--- config.mk ---
export PLATFORM = sky130hd
export DESIGN_NAME = chained_countdown_timer_bank_core_flat
export DESIGN_NICKNAME = d
export VERILOG_FILES = /design/src/rtl/cctb_pkg.sv /design/src/rtl/cctb_if.sv /design/src/rtl/cctb_rec_mem.sv /design/src/rtl/cctb_rec_upd.sv /design/src/rtl/chained_countdown_timer_bank_core.sv /design/src/flat_wrapper.sv
export SDC_FILE = /design/constraint.sdc
export NUM_CORES = 1
export LEC_CHECK = 0
export CAP_MARGIN = 20
export CORE_MARGIN = 3
export CORE_UTILIZATION = 35
export DETAILED_ROUTE_END_ITERATION = 12
export DONT_BUFFER_PORTS = 1
export GPL_ROUTABILITY_DRIVEN = 0
export PLACE_DENSITY_LB_ADDON = 0.25
export REMOVE_ABC_BUFFERS = 1
export SLEW_MARGIN = 20
export SYNTH_ARGS = -nofsm -noshare
export SYNTH_HDL_FRONTEND = slang
export SYNTH_SLANG_ARGS = --single-unit
--- constraint.sdc ---
create_clock -name clk_i -period 8.4 [get_ports clk_i]
set_input_delay 0.42 -clock clk_i [delete_from_list [all_inputs] [get_ports clk_i]]
set_output_delay 0.42 -clock clk_i [all_outputs]
set_load 0.02 [all_outputs]
--- src/rtl/cctb_pkg.sv ---
// ----------------------------------------------------------------------------
// Chained countdown timer bank package
// Shared types and constants: opcodes, timer modes, the per-timer record held
// in memory, the transfer payloads and the record update status.
// ----------------------------------------------------------------------------
package cctb_pkg;

  // Largest value a seconds or minutes field reloads to on a borrow.
  localparam logic [5:0] SEC_MAX = 6'd59;
  localparam logic [5:0] MIN_MAX = 6'd59;

  typedef enum logic [2:0] {
    OP_TICK       = 3'd0,
    OP_SET_TIME   = 3'd1,
    OP_START      = 3'd2,
    OP_STOP       = 3'd3,
    OP_PLAY_PAUSE = 3'd4,
    OP_SET_SUCC   = 3'd5,
    OP_CLR_PEND   = 3'd6
  } cctb_op_e;

  typedef enum logic [1:0] {
    MODE_STOP  = 2'd0,
    MODE_RUN   = 2'd1,
    MODE_PAUSE = 2'd2
  } cctb_mode_e;

  typedef enum logic [2:0] {
    ST_IDLE,
    ST_WALK,
    ST_RB,
    ST_CMD,
    ST_FIN
  } cctb_state_e;

  typedef struct packed {
    logic [6:0] h;
    logic [5:0] m;
    logic [5:0] s;
  } cctb_hms_t;

  // One timer. The all-zero record is the reset value: stopped, zero time,
  // no successor. Successor bit 4 is the valid flag, bits 3..0 the index.
  typedef struct packed {
    logic [4:0] succ;
    cctb_mode_e mode;
    cctb_hms_t  preset;
    cctb_hms_t  current;
  } cctb_rec_t;

  typedef struct packed {
    logic [2:0] opcode;
    logic [3:0] index;
    logic [6:0] hours;
    logic [5:0] minutes;
    logic [5:0] seconds;
    logic [3:0] next_timer;
    logic       has_next;
  } cctb_in_t;

  typedef struct packed {
    logic [15:0] expired_mask;
    logic        pending;
    logic [3:0]  pending_index;
    logic [15:0] running_mask;
    logic [4:0]  running_count;
    logic [1:0]  sel_state;
    logic [6:0]  sel_hours;
    logic [5:0]  sel_minutes;
    logic [5:0]  sel_seconds;
  } cctb_out_t;

  // Status of one record update, passed from the update unit to the control.
  typedef struct packed {
    logic wr;
    logic expired;
    logic run_set;
    logic run_clr;
  } cctb_upd_st_t;

endpackage

--- src/rtl/cctb_if.sv ---
// ----------------------------------------------------------------------------
// Chained countdown timer bank channels
// Valid/ready channels for command items and for result items.
// ----------------------------------------------------------------------------
interface cctb_in_if;
  import cctb_pkg::*;

  logic     valid;
  logic     ready;
  cctb_in_t data;

  modport source (output valid, output data, input ready);
  modport sink   (input valid, input data, output ready);
endinterface

interface cctb_out_if;
  import cctb_pkg::*;

  logic      valid;
  logic      ready;
  cctb_out_t data;

  modport source (output valid, output data, input ready);
  modport sink   (input valid, input data, output ready);
endinterface

--- src/rtl/cctb_rec_mem.sv ---
// ----------------------------------------------------------------------------
// Timer record memory
// Single write port, single read port, registered read data. Entries that
// were never written since reset read as the reset record.
// ----------------------------------------------------------------------------
module cctb_rec_mem #(
  parameter int TIMERS = 16
) (
  input  logic                                       clk_i,
  input  logic                                       rst_ni,
  input  logic                                       we_i,
  input  logic [((TIMERS > 1) ? $clog2(TIMERS) : 1)-1:0] waddr_i,
  input  cctb_pkg::cctb_rec_t                        wdata_i,
  input  logic                                       re_i,
  input  logic [((TIMERS > 1) ? $clog2(TIMERS) : 1)-1:0] raddr_i,
  output cctb_pkg::cctb_rec_t                        rdata_o
);
  import cctb_pkg::*;

  cctb_rec_t         mem_q [TIMERS];
  cctb_rec_t         data_q;
  logic [TIMERS-1:0] vld_q;
  logic              rvld_q;

  always_ff @(posedge clk_i) begin
    if (we_i) begin
      mem_q[waddr_i] <= wdata_i;
    end
    if (re_i) begin
      data_q <= mem_q[raddr_i];
    end
  end

  always_ff @(posedge clk_i or negedge rst_ni) begin
    if (!rst_ni) begin
      vld_q  <= '0;
      rvld_q <= 1'b0;
    end else begin
      if (re_i) begin
        rvld_q <= vld_q[raddr_i];
      end
      if (we_i) begin
        vld_q[waddr_i] <= 1'b1;
      end
    end
  end

  assign rdata_o = rvld_q ? data_q : '0;

endmodule

--- src/rtl/cctb_rec_upd.sv ---
// ----------------------------------------------------------------------------
// Timer record update
// Computes the new record for one timer: either the one-second decrement with
// borrow and expiry, or the effect of an addressed command.
// ----------------------------------------------------------------------------
module cctb_rec_upd (
  input  cctb_pkg::cctb_rec_t    rec_i,
  input  logic                   dec_i,
  input  logic                   ok_i,
  input  logic [3:0]             slot_i,
  input  cctb_pkg::cctb_in_t     cmd_i,
  output cctb_pkg::cctb_rec_t    rec_o,
  output cctb_pkg::cctb_upd_st_t st_o
);
  import cctb_pkg::*;

  logic self_succ;

  assign self_succ = rec_i.succ[4] && (rec_i.succ[3:0] == slot_i);

  always_comb begin
    rec_o = rec_i;
    st_o  = '0;
    if (dec_i) begin
      if (rec_i.mode == MODE_RUN) begin
        st_o.wr = 1'b1;
        if (rec_i.current.s != '0) begin
          rec_o.current.s = rec_i.current.s - 6'd1;
        end else if (rec_i.current.m != '0) begin
          rec_o.current.s = SEC_MAX;
          rec_o.current.m = rec_i.current.m - 6'd1;
        end else if (rec_i.current.h != '0) begin
          rec_o.current.s = SEC_MAX;
          rec_o.current.m = MIN_MAX;
          rec_o.current.h = rec_i.current.h - 7'd1;
        end else begin
          // Expiry: reload, and restart at once when the timer is its own
          // successor.
          rec_o.current = rec_i.preset;
          rec_o.mode    = self_succ ? MODE_RUN : MODE_STOP;
          st_o.expired  = 1'b1;
          st_o.run_set  = self_succ;
          st_o.run_clr  = !self_succ;
        end
      end
    end else if (ok_i) begin
      unique case (cctb_op_e'(cmd_i.opcode))
        OP_SET_TIME: begin
          rec_o.preset  = '{h: cmd_i.hours, m: cmd_i.minutes, s: cmd_i.seconds};
          rec_o.current = '{h: cmd_i.hours, m: cmd_i.minutes, s: cmd_i.seconds};
          st_o.wr       = 1'b1;
        end
        OP_START: begin
          rec_o.mode   = MODE_RUN;
          st_o.run_set = 1'b1;
          st_o.wr      = 1'b1;
        end
        OP_STOP: begin
          rec_o.mode    = MODE_STOP;
          rec_o.current = rec_i.preset;
          st_o.run_clr  = 1'b1;
          st_o.wr       = 1'b1;
        end
        OP_PLAY_PAUSE: begin
          if (rec_i.mode == MODE_RUN) begin
            rec_o.mode = MODE_PAUSE;
            st_o.wr    = 1'b1;
          end else if (rec_i.mode == MODE_PAUSE) begin
            rec_o.mode   = MODE_RUN;
            st_o.run_set = 1'b1;
            st_o.wr      = 1'b1;
          end
        end
        OP_SET_SUCC: begin
          rec_o.succ = cmd_i.has_next ? {1'b1, cmd_i.next_timer} : 5'd0;
          st_o.wr    = 1'b1;
        end
        default: begin
        end
      endcase
    end
  end

endmodule

--- src/rtl/chained_countdown_timer_bank_core.sv ---
// ----------------------------------------------------------------------------
// Chained countdown timer bank core
// Bank of hours:minutes:seconds countdown timers with successor chaining.
// ----------------------------------------------------------------------------
// Each input transfer carries one command and produces exactly one result
// transfer. Timer records (preset, current time, mode, successor) live in a
// single-port-read, single-port-write memory with a registered read port,
// so every command is a read, modify and write of one record. Commands other
// than a tick pass through the command and finish states only. A tick while
// any timer is active first walks the bank one record per cycle through the
// memory read port, then reads back the addressed record; a tick with no
// active timer goes straight to the command state. No clearing pass follows
// reset: per-entry valid bits make unwritten records read as stopped, zero
// time and no successor, so the block is ready right after reset. The result
// register lets a new command be accepted while the previous result waits.
// ----------------------------------------------------------------------------
module chained_countdown_timer_bank_core #(
  parameter int TIMERS = 16
) (
  input  logic       clk_i,
  input  logic       rst_ni,
  cctb_in_if.sink    in_i,
  cctb_out_if.source out_o
);
  import cctb_pkg::*;

  localparam int         AW   = (TIMERS > 1) ? $clog2(TIMERS) : 1;
  localparam logic [4:0] NUM  = 5'(TIMERS);
  localparam logic [AW-1:0] LAST = AW'(TIMERS - 1);

  cctb_state_e       state_q, state_d;
  logic [AW-1:0]     p_q, p_d;
  logic [TIMERS-1:0] running_q, running_d;
  // A set bit marks a record whose mode in memory is stale and is really
  // running: a successor started by an expiry is not written back directly.
  logic [TIMERS-1:0] force_q, force_d;
  logic [TIMERS-1:0] exp_q, exp_d;
  logic              pend_vld_q, pend_vld_d;
  logic [3:0]        pend_slot_q, pend_slot_d;
  cctb_in_t          item_q, item_d;
  logic              ok_q, ok_d;
  cctb_out_t         res_q, res_d;
  cctb_out_t         out_q, out_d;
  logic              out_vld_q, out_vld_d;

  logic              mem_re, mem_we;
  logic [AW-1:0]     mem_raddr;
  cctb_rec_t         mem_rdata;
  cctb_rec_t         eff_rec, upd_rec;
  cctb_upd_st_t      upd_st;
  logic              walking, acting, in_ok;
  logic [AW-1:0]     slot_addr, idx_addr, sc_addr;
  logic              succ_go;
  logic [4:0]        run_cnt;

  assign walking  = (state_q == ST_WALK);
  assign acting   = walking || ((state_q == ST_CMD) && ok_q);
  assign idx_addr = item_q.index[AW-1:0];
  assign slot_addr = walking ? p_q : idx_addr;
  assign in_ok    = ({1'b0, in_i.data.index} < NUM);

  // The record of the timer being processed, with the pending run override
  // applied.
  always_comb begin
    eff_rec = mem_rdata;
    if (acting && force_q[slot_addr]) begin
      eff_rec.mode = MODE_RUN;
    end
  end

  cctb_rec_mem #(
    .TIMERS (TIMERS)
  ) u_mem (
    .clk_i   (clk_i),
    .rst_ni  (rst_ni),
    .we_i    (mem_we),
    .waddr_i (slot_addr),
    .wdata_i (upd_rec),
    .re_i    (mem_re),
    .raddr_i (mem_raddr),
    .rdata_o (mem_rdata)
  );

  cctb_rec_upd u_upd (
    .rec_i  (eff_rec),
    .dec_i  (walking),
    .ok_i   (ok_q),
    .slot_i (4'(slot_addr)),
    .cmd_i  (item_q),
    .rec_o  (upd_rec),
    .st_o   (upd_st)
  );

  // An expiring timer starts its successor when the successor is valid, lies
  // inside the bank and is not the timer itself (that case is handled in the
  // update unit).
  assign sc_addr = eff_rec.succ[AW-1:0];
  assign succ_go = walking && upd_st.expired && eff_rec.succ[4] &&
                   ({1'b0, eff_rec.succ[3:0]} < NUM) &&
                   (eff_rec.succ[3:0] != 4'(p_q));

  always_comb begin
    run_cnt = '0;
    for (int i = 0; i < TIMERS; i++) begin
      run_cnt = run_cnt + 5'(running_d[i]);
    end
  end

  assign in_i.ready  = (state_q == ST_IDLE);
  assign out_o.valid = out_vld_q;
  assign out_o.data  = out_q;

  always_comb begin
    state_d     = state_q;
    p_d         = p_q;
    running_d   = running_q;
    force_d     = force_q;
    exp_d       = exp_q;
    pend_vld_d  = pend_vld_q;
    pend_slot_d = pend_slot_q;
    item_d      = item_q;
    ok_d        = ok_q;
    res_d       = res_q;
    out_d       = out_q;
    out_vld_d   = out_vld_q;
    mem_re      = 1'b0;
    mem_raddr   = p_q;
    mem_we      = 1'b0;

    if (out_vld_q && out_o.ready) begin
      out_vld_d = 1'b0;
    end

    // Record write-back and running bit upkeep for the timer in hand.
    if (acting) begin
      if (upd_st.wr) begin
        mem_we             = 1'b1;
        force_d[slot_addr] = 1'b0;
      end
      if (upd_st.run_clr) begin
        running_d[slot_addr] = 1'b0;
      end
      if (upd_st.run_set) begin
        running_d[slot_addr] = 1'b1;
      end
    end

    unique case (state_q)
      ST_IDLE: begin
        if (in_i.valid) begin
          item_d = in_i.data;
          ok_d   = in_ok;
          exp_d  = '0;
          if ((cctb_op_e'(in_i.data.opcode) == OP_TICK) && (|running_q)) begin
            mem_re    = 1'b1;
            mem_raddr = '0;
            p_d       = '0;
            state_d   = ST_WALK;
          end else begin
            mem_re    = in_ok;
            mem_raddr = in_i.data.index[AW-1:0];
            state_d   = ST_CMD;
          end
        end
      end
      ST_WALK: begin
        if (upd_st.expired) begin
          exp_d[p_q]  = 1'b1;
          pend_vld_d  = 1'b1;
          pend_slot_d = 4'(p_q);
        end
        // A successor with a higher index is read later in this walk and
        // sees the override; a lower one keeps it until its next write.
        if (succ_go) begin
          force_d[sc_addr]   = 1'b1;
          running_d[sc_addr] = 1'b1;
        end
        if (p_q == LAST) begin
          state_d = ST_RB;
        end else begin
          mem_re    = 1'b1;
          mem_raddr = p_q + AW'(1);
          p_d       = p_q + AW'(1);
        end
      end
      ST_RB: begin
        // Read back the addressed timer once the walk has settled.
        mem_re    = ok_q;
        mem_raddr = idx_addr;
        state_d   = ST_CMD;
      end
      ST_CMD: begin
        if (cctb_op_e'(item_q.opcode) == OP_CLR_PEND) begin
          pend_vld_d = 1'b0;
        end
        res_d.expired_mask  = 16'(exp_q);
        res_d.pending       = pend_vld_d;
        res_d.pending_index = pend_vld_d ? pend_slot_d : 4'd0;
        res_d.running_mask  = 16'(running_d);
        res_d.running_count = run_cnt;
        res_d.sel_state     = ok_q ? upd_rec.mode : MODE_STOP;
        res_d.sel_hours     = ok_q ? upd_rec.current.h : 7'd0;
        res_d.sel_minutes   = ok_q ? upd_rec.current.m : 6'd0;
        res_d.sel_seconds   = ok_q ? upd_rec.current.s : 6'd0;
        state_d             = ST_FIN;
      end
      ST_FIN: begin
        if (!out_vld_q || out_o.ready) begin
          out_d     = res_q;
          out_vld_d = 1'b1;
          state_d   = ST_IDLE;
        end
      end
      default: begin
        state_d = ST_IDLE;
      end
    endcase
  end

  always_ff @(posedge clk_i or negedge rst_ni) begin
    if (!rst_ni) begin
      state_q     <= ST_IDLE;
      p_q         <= '0;
      running_q   <= '0;
      force_q     <= '0;
      exp_q       <= '0;
      pend_vld_q  <= 1'b0;
      pend_slot_q <= '0;
      ok_q        <= 1'b0;
      out_vld_q   <= 1'b0;
    end else begin
      state_q     <= state_d;
      p_q         <= p_d;
      running_q   <= running_d;
      force_q     <= force_d;
      exp_q       <= exp_d;
      pend_vld_q  <= pend_vld_d;
      pend_slot_q <= pend_slot_d;
      ok_q        <= ok_d;
      out_vld_q   <= out_vld_d;
    end
  end

  always_ff @(posedge clk_i) begin
    item_q <= item_d;
    res_q  <= res_d;
    out_q  <= out_d;
  end

`ifndef SYNTHESIS
  // A run override only ever stands on a timer that counts as running.
  a_force_running: assert property (@(posedge clk_i) disable iff (!rst_ni)
    (force_q & ~running_q) == '0)
    else $error("run override on a timer that is not running");

  // Any expiry seen in this tick has raised the pending flag.
  a_expiry_pending: assert property (@(posedge clk_i) disable iff (!rst_ni)
    (|exp_q) |-> pend_vld_q)
    else $error("expiry recorded without pending flag");

  // The reported count agrees with the reported mask.
  a_count_matches: assert property (@(posedge clk_i) disable iff (!rst_ni)
    out_o.valid |-> ($countones(out_o.data.running_mask) ==
                     int'(out_o.data.running_count)))
    else $error("running count does not match running mask");
`endif

endmodule
--- src/flat_wrapper.sv ---
// flat-port wrapper written by rule: the top's interface ports become plain ports
module chained_countdown_timer_bank_core_flat import cctb_pkg::*;
#(
  parameter int TIMERS = 16
)
  (clk_i, rst_ni, in_i_valid, in_i_data, in_i_ready, out_o_valid, out_o_data, out_o_ready);
  cctb_in_if in_i_i ();
  cctb_out_if out_o_i ();
  input  logic clk_i;
  input  logic rst_ni;
  input wire logic [$bits(in_i_i.valid)-1:0] in_i_valid;
  input wire logic [$bits(in_i_i.data)-1:0] in_i_data;
  output wire logic [$bits(in_i_i.ready)-1:0] in_i_ready;
  output wire logic [$bits(out_o_i.valid)-1:0] out_o_valid;
  output wire logic [$bits(out_o_i.data)-1:0] out_o_data;
  input wire logic [$bits(out_o_i.ready)-1:0] out_o_ready;
  assign in_i_i.valid = in_i_valid;
  assign in_i_i.data = in_i_data;
  assign in_i_ready = in_i_i.ready;
  assign out_o_valid = out_o_i.valid;
  assign out_o_data = out_o_i.data;
  assign out_o_i.ready = out_o_ready;
  chained_countdown_timer_bank_core #(.TIMERS(TIMERS)) u_core (.clk_i(clk_i), .rst_ni(rst_ni), .in_i(in_i_i), .out_o(out_o_i));
endmodule
### Word level (Yosys, flattened, before mapping)

Memories as Yosys holds them, arrays and structs flattened. A register that Yosys moved wholly into a read port is not among the register bits.
Cells that the tools add are included.

| word-level totals | value |
|---|---|
| RAM bits | 720 |
| output and inout bits | 65 |
| register bits after elaboration | 236 |
| memories | 1 |

| operators by class | value |
|---|---|
| bitwise gates (word level) | 8 |
| order comparisons | 7 |
| mux-type cells | 90 |
| equal/unequal tests | 20 |
| $add $sub $neg | 19 |
| reduce and logical (&&, ||, !) cells | 31 |

Memories:

| name | words | bits a word | rd ports | clocked after Yosys merged registers in | write ports | RTL line | source |
|---|---|---|---|---|---|---|---|
| u_core.u_mem.mem_q | 16 | 45 | 1 | 1 | 1 | cctb_rec_mem.sv:20 | `cctb_rec_t mem_q [TIMERS];` |

Operators with widths:

| kind | number |
|---|---|
| two-way mux 16 bit | 12 |
| two-way mux 19 bit | 5 |
| two-way mux 45 bit | 2 |
| bitwise OR 16 bit | 5 |
| adder 5 x 1 -> 5 bit | 14 |
| one-hot mux 19 bit (2 select lines) | 1 |
| bitwise AND 16 bit | 2 |
| one-hot mux 16 bit (2 select lines) | 1 |
| two-way mux 4 bit | 7 |
| two-way mux 1 bit | 25 |
| two-way mux 2 bit | 11 |
| less-than comparator 4 x 5 -> 1 bit (second input constant) | 4 |
| two-way mux 3 bit | 6 |
| inverter 16 bit | 1 |
| OR reduction 16 bit | 1 |
| two-way mux 5 bit | 3 |
| one-hot mux 3 bit (5 select lines) | 1 |
| two-way mux 13 bit | 1 |
| demux 1 bit (select 4 bit) | 3 |
| equality test 3 x 2 -> 1 bit (second input constant) | 4 |
| equality test 3 bit (second input constant) | 4 |
| greater-or-equal comparator 4 x 1 -> 1 bit (second input constant) | 3 |
| two-way mux 12 bit | 1 |
| one-hot mux 4 bit (3 select lines) | 1 |
| other kinds (29) | 57 |

### Depth between registers and ports, before layout

Gate-level depths: netlist (run 1).

| logic depth | value |
|---|---|
| depth in word-level cells | 35 |
| gate-level depth with buffers | 31 |

### By module

Synthesis (run 1) repeated with hierarchy kept, for this count alone.

| second synthesis, totals | value |
|---|---|
| cells, all modules | 2048 |
| area, all modules | 39783.2 µm² |

Modules (own cells, without submodules):

| module | area an instance (µm²) | times used | cells an instance |
|---|---|---|---|
| cctb_rec_mem | 29400.7 | 1 | 1154 |
| chained_countdown_timer_bank_core | 8778.4 | 1 | 614 |
| cctb_rec_upd | 1604.0 | 1 | 280 |

### Worst setup path before layout (run 1)

OpenSTA, ideal clock, no wires.

| path | value |
|---|---|
| kind | flip-flop to flip-flop |
| from | register u_core.state_q[1] |
| to | register u_core.res_q[25] (netlist bit) (data pin) |
| slack | 1.044 ns |
| clock period less this slack | 7.356 ns |
| arrival | 7.102 ns |
| buffers on the path | 4 |
| cell stages (with the launch flop) | 31 |
| path through | dfrtp_1 -> buf_2 -> or3b_1 -> clkbuf_1 -> a21oi_1 -> clkbuf_1 -> a21oi_1 -> o22ai_1 -> nand4_1 -> nand3_1 -> ha_1 -> nand3_4 -> nor4_4 -> nand2_4 -> o21ai_1 -> buf_2 -> nand3_1 -> a22o_1 -> o21bai_1 -> ha_1 -> inv_1 -> fa_1 -> fa_1 -> inv_1 -> fa_1 -> fa_1 -> fa_1 -> inv_1 -> fa_1 -> nor2b_1 -> o21a_1 |

| between the ends | value |
|---|---|
| longest elaborated chain between the ends | 33 |

RTL lines:

| item | RTL line | source |
|---|---|---|
| from (decl) | chained_countdown_timer_bank_core.sv:31 | `cctb_state_e state_q, state_d;` |
| from (signal assigned) | chained_countdown_timer_bank_core.sv:232 | `state_q <= state_d;` |
| branches (longest 17 deep; another with two-way mux 4 bit) | - |  |
| two-way mux 16 bit (*) | chained_countdown_timer_bank_core.sv:148 | `unique case (state_q)` |
| via u_core.running_d[1] | chained_countdown_timer_bank_core.sv:33 | `logic [TIMERS-1:0] running_q, running_d;` |
| adder 1 x 1 -> 2 bit (*) | chained_countdown_timer_bank_core.sv:105 | `run_cnt = run_cnt + 5'(running_d[i]);` |
| adder 5 x 1 -> 5 bit (*) (14 in a row) | chained_countdown_timer_bank_core.sv:105 |  |
| via u_core.run_cnt[4] | chained_countdown_timer_bank_core.sv:54 | `logic [4:0] run_cnt;` |
| to (signal assigned) | chained_countdown_timer_bank_core.sv:246 | `res_q <= res_d;` |
| to (decl) | chained_countdown_timer_bank_core.sv:42 | `cctb_out_t res_q, res_d;` |

Mark *: on every way through the listed nets, which the timed path passes. The select of a mux whose other input is x is not followed.
A chain may end at the register's enable or synchronous reset.

### Worst setup path in the final report (run 1)

Same ends and word-level chain as after synthesis.

==> impl_metrics.ini, run 1 <==
[sta]
finalCritPeriodShare = 0.9449
slew_headroom = 0.2279
rsz0062_at_grt = no
fmax_mhz = 126.0
min_period_ns = 7.937
finalHoldViolations = 0
maxSlewViolCount = 0
hold_ws_ns = 0.1283
timing.final.ws_setup_ns = 0.4632
tightestPinTransition_ns = 1.150
clock-skew-final_ns = 0.02970
timing.setup.tns_ns = 0
finalSetupViolCount = 0

[hold_path]
worstHoldPathType = primary input to flop
min_from = in_i_valid

[critical_path]
critical_path.max_fanout = 11
critPathMaxStageDelay_ns = 0.62
crit_type = flop to flop
crit_buf_inv = 4
cp.arrival_ns = 8.35
crit_path_start = u_core.state_q[1]$_DFFE_PN0P_
startpoint_type = flop
rr_startpoint = u_core.state_q[1]$_DFFE_PN0P_
crit_family = adder cells
path_common_cell = fa_1
slowest_stage = or3b_1
endpoint_kind = flop
required_ns = 8.81

[placed_design]
dpl_worst_slack_ns = 0.1832
placed_area_mm2 = 0.04307
dpl.hpwl_um = 62440
io_buffers = 0

[layout]
stdcell_area_mm2 = 0.04683
nNetsFinal = 2945
finish.utilization = 0.4062
drive_above_1_share = 0.1208
synthToLayoutAreaGrowth_pct = 14.30
final.fill_count = 10373

[logic_synthesis]
syn_inst = 2849
ys_seq_area_frac = 0.7240
avgSynthCellArea_um2 = 14.38
synth_edf_count = 922
synth_seq_cells = 1001
synthArstFlopShare = 0.07892
yosys.area.top_type_share = 0.6758
ys.flop_type = edfxtp_1
yosysUniqueCellTypes = 77
ys.warnings.count = 0
yosys-top-cells-count = edfxtp_1, nand2_1, and2_1
synth_most_common_cell = edfxtp_1
ys_top_cells_by_area = edfxtp_1, dfrtp_1, nand2_1
syn-cell-area_mm2 = 0.04097
yosysTopAreaCell = edfxtp_1

[flow_run]
cap_viol_max_count = 0

[outcome]
status = completed

[route]
wl_per_cell_um = 24.52
vias = 24923
dr.pass1.iters = 6
via_per_inst = 5.557
wirelength_um = 110000
postRouteAntennaNets = 0
drc = 0
drt-initial-drc-count = 2505

[power_and_ir_drop]
peakVddDrop_mv = 0.3621
p_per_area_mw_per_mm2 = 431.3
p_leak_uw = 0.01603

[clocking]
cts_sinks = 1001
cts_buffers = 101
clk_pin_slew_ns = 0.06
ctsLongestPathBuffers = 3
ctsHtreeMaxLevel = 3
cts_tree = done
clockRootBuffer = clkbuf_16
clock_latency_ns = 0.68

[floorplanning]
floorplan.core_area_mm2 = 0.1153
initial_core_util = 0.3554
fp.dieArea_mm2 = 0.1212
die_height_um = 348.1
rows = 124
die_w_um = 348.1
io_pins = 100

[global_routing]
grt_max_degree = 147
grt_usage = 0.1772
gr-total-overflow = 0
antenna_found_initial = 4
grt_pass1_vias = 24540
grt_pass1_wl_um = 161800
==> report_power, final <==
group / switching [uW] / internal [uW] / total, uW
clock: 1860 / 2690 / 4540
sequential: 442 / 6820 / 7270
combinational: 5500 / 2880 / 8390
total: 7800 / 12400 / 20200
==> stage by stage <==
stage / power (uW) / std cells
after global routing: 21290 / 4483
final: 20190 / 4485
after detailed placement: 15690 / 4259
after CTS: 20290 / 4482
after floorplan: 11500 / 2667
after global placement: 15520 / 4256
==> worst min-delay path: stages <==
cell and delay, ns:
a31oi_1 0.11, nor3_1 0.08, a21oi_1 0.13
==> cell families (layout without fill, tap and decap cells) <==
| logic type | after synthesis | after routing | synth area share |
|---|---|---|---|
| XOR/XNOR | 10 | 10 | 0.002138 |
| AO/OA/AOI/OAI | 585 | 585 | 0.1025 |
| AND/OR/NAND/NOR | 858 | 858 | 0.1002 |
| other | 0 | 2 | 0 |
| buffers and inverters | 214 | 336 | 0.02080 |
| flip-flops | 1001 | 1001 | 0.7240 |
| multiplexers | 155 | 155 | 0.04056 |
| adder cells (fa/ha/maj) | 26 | 26 | 0.009772 |
==> cell usage in the layout, fill, tap and decap left out, types with 25 or more instances in the layout <==
cell type / n
clkbuf_1: 25
buf_4: 75
inv_1: 32
or2_2: 30
clkbuf_16: 104
a211oi_1: 143
nand2_1: 405
o32ai_1: 46
dlygate4sd3_1: 32
a221o_1: 49
mux2_2: 48
mux2i_1: 103
o21ai_0: 82
dfrtp_1: 78
edfxtp_1: 922
a21oi_1: 39
nand3_1: 31
a31oi_1: 112
nor2_1: 84
and3_1: 51
and2_1: 162
==> repair_timing <==
action / CTS / global route
setup buffers: 0 / 0
hold buffers: 33 / 0
gates resized for setup: 0 / 5
hold endpoints to repair: 110 / 0
endpoints found under the setup margin: 0 / 4
==> worst paths after layout <==
check | end | slack (ns) | cells past startpoint
worst max-delay path | u_core.res_q[25]$_DFFE_PN_ | 0.46 | 27
worst min-delay path | u_core.p_q[2]$_DFFE_PN0P_ | 0.13 | 3
worst max register to register | u_core.res_q[25]$_DFFE_PN_ | 0.46 | 27
worst min register to register | u_core.out_o.data[7]$_DFFE_PP_ | 0.41 | 0
max in group asynchronous | u_core.u_mem.rvld_q$_DFFE_PN0P_ | 7.65 | 2
min in group asynchronous | u_core.pend_slot_q[1]$_DFFE_PN0P_ | 0.33 | 2
==> per-layer routing <==
| layer | vias to the layer above | global-route usage | wire length, um |
|---|---|---|---|
| met3 | 216 | 0.03222 | 7985 |
| met1 | 12678 | 0.2495 | 48000 |
| met4 | 0 | 0.05392 | 3282 |
| met5 | - | 0 | 0 |
| met2 | 1037 | 0.2802 | 50690 |
| li1 | 10992 | - | - |
==> state kept, by name, summed over array words and instances (netlist names), 16 cells and up <==
name,cells
u_core.res_q,63
u_core.exp_q,16
u_core.u_mem.vld_q,16
u_core.force_q,16
u_core.u_mem.data_q,45
u_core.item_q,27
u_core.out_o.data,63
u_core.u_mem.mem_q,720
u_core.running_q,16
==> layout make-up <==
type / instances / area (um2) / area share
Sequential cell: 1001 / 29660 / 0.6335
Multi-Input combinational cell: 1634 / 10760 / 0.2297
Clock buffer: 131 / 2724 / 0.05817
Tap cell: 1512 / 1892 / 0.04040
Timing Repair Buffer: 114 / 1031 / 0.02202
Clock inverter: 59 / 634.4 / 0.01355
Inverter: 32 / 120.1 / 0.002565
Antenna cell: 2 / 5.005 / 0.0001069
(Power assumes the default switching activity.)
==> run 2, diff against run 1 <==
SYNTH_HIERARCHICAL = 1   (was default)
==> run 2 against run 1 <==
Fmax shrank 1.2%. Clock-buffer cell count grew 2. First-iteration DRC count shrank 18%. Non-clock buffer count shrank 22. Flip-flop and latch count is the same. Design area shrank 2.4%. Routed wire length shrank 9.5%. Synthesized area shrank 2.9%. Die area shrank 2.8%. Register-to-register slack lost 0.09 ns. Largest power group unchanged. Highest routed layer unchanged.
==> impl_metrics.ini, run 2 <==
[outcome]
status = completed

[logic_synthesis]
yosys-top-cells-count = edfxtp_1, mux4_2, nand2_1
synth_seq_cells = 1001
syn-cell-area_mm2 = 0.03978
yosysTopAreaCell = edfxtp_1
synth_edf_count = 922
avgSynthCellArea_um2 = 19.43
ys.flop_type = edfxtp_1
yosysUniqueCellTypes = 73
ys.warnings.count = 6
ys_top_cells_by_area = edfxtp_1, mux4_2, dfrtp_1
yosys.area.top_type_share = 0.6959
synth_most_common_cell = edfxtp_1
ys_seq_area_frac = 0.7456
syn_inst = 2048
synthArstFlopShare = 0.07892

[layout]
drive_above_1_share = 0.2273
regMostFlops = u_core/u_mem/mem_q
multi_input_area_mm2 = 0.009697
final.fill_count = 10009
stdcell_count = 3744
nNetsFinal = 2214
final_cell_mix = edfxtp_1, mux4_2, nand2_1
seqCellArea_mm2 = 0.02966
diodes = 0
largest_reg_flops = 720
final_common_cell = edfxtp_1
synthToLayoutAreaGrowth_pct = 14.93

[route]
via_per_inst = 5.417
vias = 20283
drc = 0
wirelength_um = 99500
wl_per_cell_um = 26.58
dr.pass1.iters = 6
postRouteAntennaNets = 0
drt-initial-drc-count = 2058

[critical_path]
crit_buf_inv = 8
crit_cells = 29
critical_path.max_fanout = 22
rr_worst_depth = 29
critPathMaxStageDelay_ns = 0.55
required_ns = 8.80
startpoint_type = flop
slowest_stage = fa_1
endpoint_kind = flop
crit_family = adder cells
crit_type = flop to flop
cp.arrival_ns = 8.43

[sta]
hold_ws_ns = 0.1022
clock-skew-final_ns = 0.03106
finalHoldViolations = 0
finalCritPeriodShare = 0.9560
rsz0062_at_grt = no
min_period_ns = 8.030
fmax_mhz = 124.5
finalSetupViolCount = 0
tightestPinTransition_ns = 1.124
maxSlewViolCount = 0
slew_headroom = 0.2504

[power_and_ir_drop]
seq_power_share = 0.376
report.power.total_uw = 20060
pwr-share-clk = 0.232
switching_share = 0.3379
switching_power_uw = 6777
p_leak_uw = 0.01504
intPower_uw = 13280
p_per_area_mw_per_mm2 = 438.6
peakVddDrop_mv = 0.4839
pwr-share-comb = 0.392

[clocking]
cts_buffers = 104
cts_tree = done
clockRootBuffer = clkbuf_16
ctsLongestPathBuffers = 3
ctsHtreeMaxLevel = 3
clk_pin_slew_ns = 0.06
clock_latency_ns = 0.68
cts_sinks = 1001

[floorplanning]
die_height_um = 343.1
initial_core_util = 0.3531
rows = 123
floorplan.core_area_mm2 = 0.1127
fp.dieArea_mm2 = 0.1177
io_pins = 100
die_w_um = 343.1

[global_routing]
gr-total-overflow = 0
grt_pass1_vias = 20702
grt_max_degree = 84
antenna_found_initial = 1
grt_usage = 0.1698
grt_pass1_wl_um = 145700

[hold_path]
min_path_cells = 3
worstHoldPathType = primary input to flop

[placed_design]
io_buffers = 0
dpl.hpwl_um = 53520
dp_cells = 3508

[flow_run]
cap_viol_max_count = 0
==> run 2: area by class of cell <==
cell class	instances	area share
Clock inverter	65	0.01489
Inverter	37	0.003202
Multi-Input combinational cell	916	0.2121
Sequential cell	1001	0.6488
Timing Repair Buffer	92	0.01866
Tap cell	1500	0.04105
Clock buffer	133	0.06135
==> run 2: what timing repair did <==
| item | in CTS | in global routing |
|---|---|---|
| endpoints found under the hold margin | 112 | 0 |
| hold buffers | 34 | 0 |
| endpoints found under the setup margin | 0 | 4 |
| buffers inserted | 0 | 3 |
| gates resized for setup | 0 | 3 |
==> run 2: worst paths after layout <==
check | slack (ns) | startpoint | to
max in group asynchronous | 7.70 | rst_ni | u_core/u_mem/vld_q[11]$_DFFE_PN0P_
max | 0.37 | u_core/state_q[1]$_DFFE_PN0P_ | u_core/res_q[25]$_DFFE_PP_
min | 0.10 | in_i_valid | u_core/state_q[1]$_DFFE_PN0P_
min reg2reg | 0.41 | u_core/res_q[38]$_DFFE_PP_ | u_core/out_o.data[38]$_DFFE_PP_
max reg2reg | 0.37 | u_core/state_q[1]$_DFFE_PN0P_ | u_core/res_q[25]$_DFFE_PP_
min in group asynchronous | 0.35 | rst_ni | u_core/u_mem/rvld_q$_DFFE_PN0P_
==> run 2: logic make-up after synthesis <==
family / Yosys count / synth area share
and+or+nand+nor: 416 / 0.05469
buffers and inverters: 131 / 0.01538
DFF: 1001 / 0.7456
AOI/OAI and AO/OA: 204 / 0.03302
adders and majority gates: 27 / 0.01038
xor gates and xnor gates: 10 / 0.002202
muxes: 259 / 0.1387
==> run 2: layer usage <==
| layer | global-route usage | share of wire |
|---|---|---|
| met1 | 0.2504 | 0.45 |
| met5 | 0 | 0 |
| met2 | 0.2632 | 0.46 |
| met4 | 0.04356 | 0.022 |
| met3 | 0.02763 | 0.061 |
==> run 2: tightest hold or removal path, stage by stage <==
cell and delay (ns):
a21boi_0 0.10, o21ai_0 0.14, a21oi_1 0.07
==> run 2: power groups by stage <==
stage | Clock (uW) | Sequential (uW) | Combinational [uW]
floorplan | 0 | 7530 | 5390
global placement | 0 | 7620 | 7780
detailed placement | 0 | 7640 | 7910
CTS | 4780 | 7550 | 7960
global route | 4980 | 7600 | 8540
finish | 4660 | 7540 | 7860
==> run 2: through the flow <==
| step | setup TNS [ns] | worst slack (ns) | instance area (um2) | util |
|---|---|---|---|---|
| detailed placement | 0 | 0.1367 | 41830 | 0.3713 |
| global route | 0 | 0.02499 | 45720 | 0.4059 |
| floorplan | -178.55 | -4.087 | 39310 | - |
| CTS | 0 | 0.06653 | 45670 | 0.4054 |
| global placement | 0 | 0.4094 | 41820 | 0.3712 |
| finish | 0 | 0.3700 | 45720 | 0.4059 |
